File: config.mk
export PLATFORM = sky130hd
export DESIGN_NAME = cannon_sequence_controller
export DESIGN_NICKNAME = d
export VERILOG_FILES = /design/src/sv/csc_pkg.sv /design/src/sv/csc_step.sv /design/src/sv/cannon_sequence_controller.sv
export SDC_FILE = /design/constraint.sdc
export NUM_CORES = 1
export LEC_CHECK = 0
export BUFFER_PORTS_ARGS = -buffer_cell sky130_fd_sc_hd__buf_2
export CAP_MARGIN = 25
export CORE_MARGIN = 1
export CORE_UTILIZATION = 45
export DETAILED_ROUTE_END_ITERATION = 6
export HOLD_SLACK_MARGIN = 0.02
export PLACE_DENSITY_LB_ADDON = 0.15
export SYNTH_ARGS = -nofsm -noshare
export SYNTH_HDL_FRONTEND = slang
export SYNTH_SLANG_ARGS = --single-unit
File: constraint.sdc
create_clock -name i_clk -period 4.38 [get_ports i_clk]
set_clock_uncertainty 0.2 [all_clocks]
set_input_delay 0.657 -clock i_clk [delete_from_list [all_inputs] [get_ports i_clk]]
set_output_delay 0.657 -clock i_clk [all_outputs]
set_load 0.01 [all_outputs]
File: src/sv/csc_pkg.sv
`timescale 1ns / 1ps
// ----------------------------------------------------------------------------
// csc_pkg
// Shared types, state and command codes, and per-state tables for the
// cannon sequence controller.
// ----------------------------------------------------------------------------
package csc_pkg;

    localparam int ModeW = 4;
    localparam int CmdW  = 3;

    typedef logic [ModeW-1:0] t_mode;
    typedef logic [CmdW-1:0]  t_cmd;
    typedef logic [15:0]      t_mask;

    localparam t_mode ST_HOME_STAT  = 4'd0;
    localparam t_mode ST_READY      = 4'd1;
    localparam t_mode ST_HOME_MOV   = 4'd2;
    localparam t_mode ST_ON_MARK    = 4'd3;
    localparam t_mode ST_FIRE_READY = 4'd4;
    localparam t_mode ST_FORGOTTEN  = 4'd5;
    localparam t_mode ST_FIRED      = 4'd6;
    localparam t_mode ST_GET_HOME   = 4'd7;
    localparam t_mode ST_FINDING    = 4'd8;

    localparam t_cmd CMD_HOME_SW   = 3'd0;
    localparam t_cmd CMD_MARK_EDGE = 3'd1;
    localparam t_cmd CMD_BALL_IN   = 3'd2;
    localparam t_cmd CMD_KICK_OK   = 3'd3;
    localparam t_cmd CMD_RESET     = 3'd4;
    localparam t_cmd CMD_FIRE      = 3'd5;
    localparam t_cmd CMD_START     = 3'd6;

    typedef struct packed {
        t_cmd cmd;
        logic mark_level;
        logic gun_loaded;
    } t_event;

    typedef struct packed {
        t_mode mode;
        logic  eject;
        logic  err;
    } t_step_res;

    // legal destinations from each state
    function automatic t_mask allowed_to(input t_mode from);
        t_mask m;
        m = '0;
        case (from)
            ST_HOME_STAT:  m[ST_READY] = 1'b1;
            ST_READY:      m[ST_HOME_MOV] = 1'b1;
            ST_HOME_MOV:   m[ST_ON_MARK] = 1'b1;
            ST_ON_MARK:    m[ST_FIRE_READY] = 1'b1;
            ST_FIRE_READY: begin
                m[ST_FORGOTTEN] = 1'b1;
                m[ST_FIRED]     = 1'b1;
            end
            ST_FORGOTTEN:  m[ST_FIRED] = 1'b1;
            ST_FIRED:      m[ST_HOME_STAT] = 1'b1;
            ST_GET_HOME: begin
                m[ST_FINDING]   = 1'b1;
                m[ST_HOME_MOV]  = 1'b1;
                m[ST_HOME_STAT] = 1'b1;
            end
            ST_FINDING:    m[ST_GET_HOME] = 1'b1;
            default:       m = '0;
        endcase
        return m;
    endfunction

    function automatic logic move_ok(input t_mode from, input t_mode to);
        t_mask m;
        m = allowed_to(from);
        return (from == to) || (to == ST_GET_HOME) || m[to];
    endfunction

    function automatic logic entry_motor(input t_mode s);
        return !((s == ST_HOME_STAT) || (s == ST_READY) || (s == ST_GET_HOME));
    endfunction

    function automatic logic entry_fire(input t_mode s);
        return (s == ST_FIRE_READY) || (s == ST_FORGOTTEN);
    endfunction

endpackage

File: src/sv/csc_step.sv
`timescale 1ns / 1ps
// ----------------------------------------------------------------------------
// csc_step
// Event decode and transition check: next state, eject and error flags
// for one event against the current state.
// ----------------------------------------------------------------------------
module csc_step
    import csc_pkg::*;
(
    input  t_event    i_evt,
    input  t_mode     i_mode,
    output t_step_res o_res
);

    t_mode n_mode;
    logic  n_eject;
    logic  n_err;

    always_comb begin
        n_mode  = i_mode;
        n_eject = 1'b0;
        n_err   = 1'b0;
        case (i_evt.cmd)
            CMD_HOME_SW: begin
                if (i_mode == ST_FIRED) begin
                    n_mode = ST_HOME_STAT;
                end else if (i_mode == ST_FINDING) begin
                    // passes through get home, both moves legal from there
                    n_mode = i_evt.gun_loaded ? ST_HOME_MOV : ST_HOME_STAT;
                end else begin
                    n_err = 1'b1;
                end
            end
            CMD_MARK_EDGE: begin
                if (i_evt.mark_level) begin
                    if (i_mode == ST_HOME_MOV) n_mode = ST_ON_MARK;
                    else n_err = 1'b1;
                end else begin
                    if (i_mode == ST_ON_MARK) begin
                        n_mode = ST_FIRE_READY;
                    end else if (i_mode == ST_FIRE_READY) begin
                        n_mode  = ST_FORGOTTEN;
                        n_eject = 1'b1;
                    end else begin
                        n_err = 1'b1;
                    end
                end
            end
            CMD_BALL_IN: begin
                if (i_mode == ST_HOME_STAT) n_mode = ST_READY;
                else n_err = 1'b1;
            end
            CMD_KICK_OK: begin
                if (i_mode == ST_FIRE_READY || i_mode == ST_FORGOTTEN) n_mode = ST_FIRED;
                else n_err = 1'b1;
            end
            CMD_RESET: begin
                n_mode = ST_GET_HOME;
            end
            CMD_FIRE: begin
                n_eject = entry_fire(i_mode);
            end
            CMD_START: begin
                if (move_ok(i_mode, ST_HOME_MOV)) n_mode = ST_HOME_MOV;
                else n_err = 1'b1;
            end
            default: begin
                n_err = 1'b1;
            end
        endcase
    end

    assign o_res = '{mode: n_mode, eject: n_eject, err: n_err};

endmodule

File: src/sv/cannon_sequence_controller.sv
`timescale 1ns / 1ps
// ----------------------------------------------------------------------------
// cannon_sequence_controller
// Nine-state ball cannon sequencer, one event in, one status result out.
// ----------------------------------------------------------------------------
// Each event is taken into an input register, checked against the current
// state by the transition logic, and its result (state, motor, fire enable,
// eject and error flags) lands in an output register. One event is accepted
// per clock while the output is not stalled; the state register updates as
// the event moves into the output register, so the next event sees it at
// once. Output valid rises as the result enters the output register; a
// stalled output holds the input side.
module cannon_sequence_controller
    import csc_pkg::*;
(
    input  logic       i_clk,
    input  logic       i_rst_n,
    input  logic       i_in_valid,
    output logic       o_in_ready,
    input  logic [2:0] i_command,
    input  logic       i_mark_level,
    input  logic       i_gun_loaded,
    output logic       o_out_valid,
    input  logic       i_out_ready,
    output logic [3:0] o_cannon_state,
    output logic       o_motor_on,
    output logic       o_fire_enabled,
    output logic       o_eject_request,
    output logic       o_event_error
);

    logic      r_in_vld;
    t_event    r_evt;
    t_mode     r_mode;
    logic      r_out_vld;
    t_step_res r_res;
    t_step_res n_res;
    logic      advance;

    assign advance    = r_in_vld && (!r_out_vld || i_out_ready);
    assign o_in_ready = !r_in_vld || advance;

    csc_step u_step (
        .i_evt  (r_evt),
        .i_mode (r_mode),
        .o_res  (n_res)
    );

    always_ff @(posedge i_clk) begin
        if (!i_rst_n) begin
            r_in_vld  <= 1'b0;
            r_out_vld <= 1'b0;
            r_mode    <= ST_HOME_STAT;
        end else begin
            if (o_in_ready) begin
                r_in_vld <= i_in_valid;
            end
            if (advance) begin
                r_out_vld <= 1'b1;
                r_mode    <= n_res.mode;
            end else if (i_out_ready) begin
                r_out_vld <= 1'b0;
            end
        end
    end

    always_ff @(posedge i_clk) begin
        if (o_in_ready && i_in_valid) begin
            r_evt <= '{cmd: i_command, mark_level: i_mark_level, gun_loaded: i_gun_loaded};
        end
        if (advance) begin
            r_res <= n_res;
        end
    end

    assign o_out_valid     = r_out_vld;
    assign o_cannon_state  = r_res.mode;
    assign o_motor_on      = entry_motor(r_res.mode);
    assign o_fire_enabled  = entry_fire(r_res.mode);
    assign o_eject_request = r_res.eject;
    assign o_event_error   = r_res.err;

endmodule

==> flow_summary_export.csv <==
group,metric,value,unit
run_status,outcome,"finished, final reports clean",
power_and_ir_drop,pwr_density_cell,271,mW/mm2
power_and_ir_drop,p_leak,0.464,nW
routing,antenna_left,0,
logic_synthesis,async_flop_share,0,%
routing,drt-total-wl,2370,um
sta,setup_slack,2.12,ns
floorplan,coreArea,0.00230,mm2
floorplan,io_pins,19,
sta,tns,0,ns
sta,hold_viol,0,
logic_synthesis,synth_top_area_share,28.8,%
cells_and_area,fin_nets,150,
global_route,grt_usage,20.0,%
placed_design,dp_slack,2.16,ns
clock_network,clk_latency,0.29,ns
cells_and_area,layout-drive-gt1-share,17.1,%
cells_and_area,diodes,0,
worst_setup_path,crit_path_top_delay_cell,"dfxtp_1",
worst_setup_path,required,4.21,ns
global_route,antenna_found_initial,0,
logic_synthesis,synth.avg_cell_area,8.82,um2
logic_synthesis,synth_area_leaders,"edfxtp_1 (29%), dfxtp_1 (10%), nand3_1 (2.6%)",
floorplan,rows,17,
logic_synthesis,ys.flop_type,"edfxtp_1",
cells_and_area,synthToLayoutAreaGrowth,8.30,%
floorplan,die_h,52.5,um
power_and_ir_drop,pwr-share-clk,24.9,%
sta,period_needed,2.26,ns
worst_setup_path,ff2ff_setup_slack,2.12,ns
global_route,first_global_vias,923,
logic_synthesis,yosysMostFrequentCell,"edfxtp_1",
logic_synthesis,synth_cell_type_count,50,
floorplan,die-area,0.00275,mm2
global_route,grt-ovfl-total,0,
worst_setup_path,arrival,2.09,ns
sta,setup_violations,0,
sta,fmax,443,MHz
power_and_ir_drop,vdd_drop_max,0.000218,V
sta,final_max_slew_viol_count,0,
power_and_ir_drop,p_seq_share,58.6,%
routing,drt-wirelength-per-cell,14.1,um
sta,tightest_slew,0.655,ns
clock_network,cts_resized,0,
clock_network,path_clk_slew,0.10,ns
logic_synthesis,synth_warnings,0,
sta,rsz0062_at_grt,"false",
clock_network,h-tree-depth,1,
worst_setup_path,crit_type,"flip-flop to flip-flop",
logic_synthesis,synth_cells,130,
placed_design,gp_congestion,0.787,
worst_setup_path,crit_path_end_kind,"flip-flop",
routing,drc,0,
worst_setup_path,cp_top_family,"compound AO/OA/AOI/OAI gates",
worst_hold_path,min_from,"r_in_vld$_SDFFE_PN0N_",
logic_synthesis,synth-edff-count,11,
clock_network,postCtsSetupBuffers,0,
sta,fin_crit_sh,51.5,%
routing,dr.pass1.iters,4,
clock_network,cts_buffers,3,
worst_hold_path,hold_path.class,"flip-flop to flip-flop",
clock_network,clock_path_buffers,2,
worst_setup_path,cp_max_fo,20,
routing,drt_iter0_drc,29,
global_route,grt_max_degree,21,
logic_synthesis,ys_ff_latch,17,
clock_network,clockRootBuffer,"clkbuf_4",
placed_design,placed_area,0.00121,mm2
logic_synthesis,yosys-top-cells-count,"edfxtp_1 (11), nand2_1 (8), nor2_1 (8)",
routing,vias_per_cell,6.04,
logic_synthesis,synth_area,0.00115,mm2
routing,vias,1014,
global_route,grt_first_pass_wirelength,4040,um
placed_design,dpl.hpwl,1690,um
worst_setup_path,start_kind,"flip-flop",
cells_and_area,final_design_area_no_fill,0.00124,mm2
power_and_ir_drop,swShare,28.4,%
sta,maxSlewHeadroom,56.3,%
floorplan,dieWidth,52.5,um
worst_setup_path,startpoint,"r_mode[1]$_SDFFE_PN0P_",
power_and_ir_drop,p_sw,0.0955,mW
logic_synthesis,syn_nets,139,
logic_synthesis,synth-seq-area-share,39.3,%
worst_setup_path,reg2reg_from,"r_mode[1]$_SDFFE_PN0P_",
flow_run,max_cap_viol_count,0,
clock_network,hold_buffers,0,
placed_design,portBuffers,18,
worst_setup_path,worst-path-buf-inv,0,
clock_network,cts_tree,"built",
worst_setup_path,crit_chain,"xnor2_1 > o221a_1 > o211ai_2 > a21oi_1 > o221ai_1",
power_and_ir_drop,p_int,0.240,mW
logic_synthesis,synth.largest_area_cell,"edfxtp_1",
power_and_ir_drop,power_frac_comb,16.5,%
clock_network,clkSinkCount,17,
floorplan,start_util,49.9,%
worst_setup_path,cpPeakStageDelay,0.76,ns
[registers in the layout, indices dropped and copies added (netlist names)]
| signal | cells |
|---|---|
| r_in_vld | 1 |
| r_mode | 4 |
| o_event_error | 1 |
| o_cannon_state | 4 |
| r_evt | 5 |
| o_eject_request | 1 |
| o_out_valid | 1 |
[per-stage QoR]
step	hold WS (ns)	cells	power [mW]	utilization, %
finish	0.321	168	0.336	54.0
global route	0.325	168	0.352	54.0
CTS	0.324	168	0.338	54.0
detailed placement	0.318	164	0.255	52.8
global placement	0.311	164	0.254	52.8
floorplan	0.285	130	0.238	-
[worst reg2reg max path: stages, from the launching register on]
cell and delay, ns:
dfxtp_1 0.76, xnor2_1 0.24, o221a_1 0.25, o211ai_2 0.13, a21oi_1 0.25, o221ai_1 0.16
[worst paths after layout]
| path | cells past startpoint | to |
|---|---|---|
| min | 1 | o_out_valid$_SDFFE_PN0P_ |
| min reg2reg | 1 | o_out_valid$_SDFFE_PN0P_ |
| max | 5 | o_cannon_state[1]$_DFFE_PP_ |
| max reg2reg | 5 | o_cannon_state[1]$_DFFE_PP_ |
[power groups by stage]
stage               logic (mW)  clock network, mW  registers [mW]
floorplan               0.0483                  0           0.190
global placement        0.0547                  0           0.199
detailed placement      0.0552                  0           0.200
CTS                     0.0556             0.0865           0.196
global route            0.0621             0.0912           0.199
finish                  0.0555             0.0835           0.197
[kinds of logic (layout without fill, tap and decap cells)]
group	count (synthesis)	in the layout	share of synthesized area, %
AO/OA/AOI/OAI	42	42	26.7
XOR/XNOR	3	3	2.29
buffers and inverters	18	28	6.99
flip-flops	17	17	39.3
AND/OR/NAND/NOR	50	50	24.7
[cells in the final DEF (no fill, tap or decap), types with 2 or more instances in the layout]
| master | n |
|---|---|
| a21o_1 | 2 |
| a21oi_1 | 5 |
| a31oi_1 | 3 |
| and2_1 | 3 |
| buf_2 | 18 |
| clkbuf_4 | 3 |
| dfxtp_1 | 6 |
| edfxtp_1 | 11 |
| inv_1 | 6 |
| nand2_1 | 8 |
| nand2b_1 | 4 |
| nand3_1 | 6 |
| nor2_1 | 8 |
| nor2b_1 | 4 |
| nor3_1 | 4 |
| nor4_1 | 2 |
| o211a_1 | 2 |
| o21a_1 | 4 |
| o21ai_0 | 6 |
| o21ai_1 | 3 |
| o22ai_1 | 2 |
| or3b_1 | 2 |
| xor2_1 | 2 |
[layer usage]
layer	vias to the layer above	wire, um	GRT usage, %
met1	467	1040	24.8
met4	0	6	6.14
met3	2	112	3.48
met5	-	0	0
met2	39	1210	35.0
li1	506	-	-
[cell type report]
class                      instances  area, um2
tap                               28       35.0
fill                             217       1060
timing repair buffer              18       90.1
sequential                        17        450
multi-input combinational         95        616
clock inverter                     1       5.00
inverter                           6       22.5
clock buffer                       3       22.5
No activity file was read; power rests on OpenSTA's default activity.
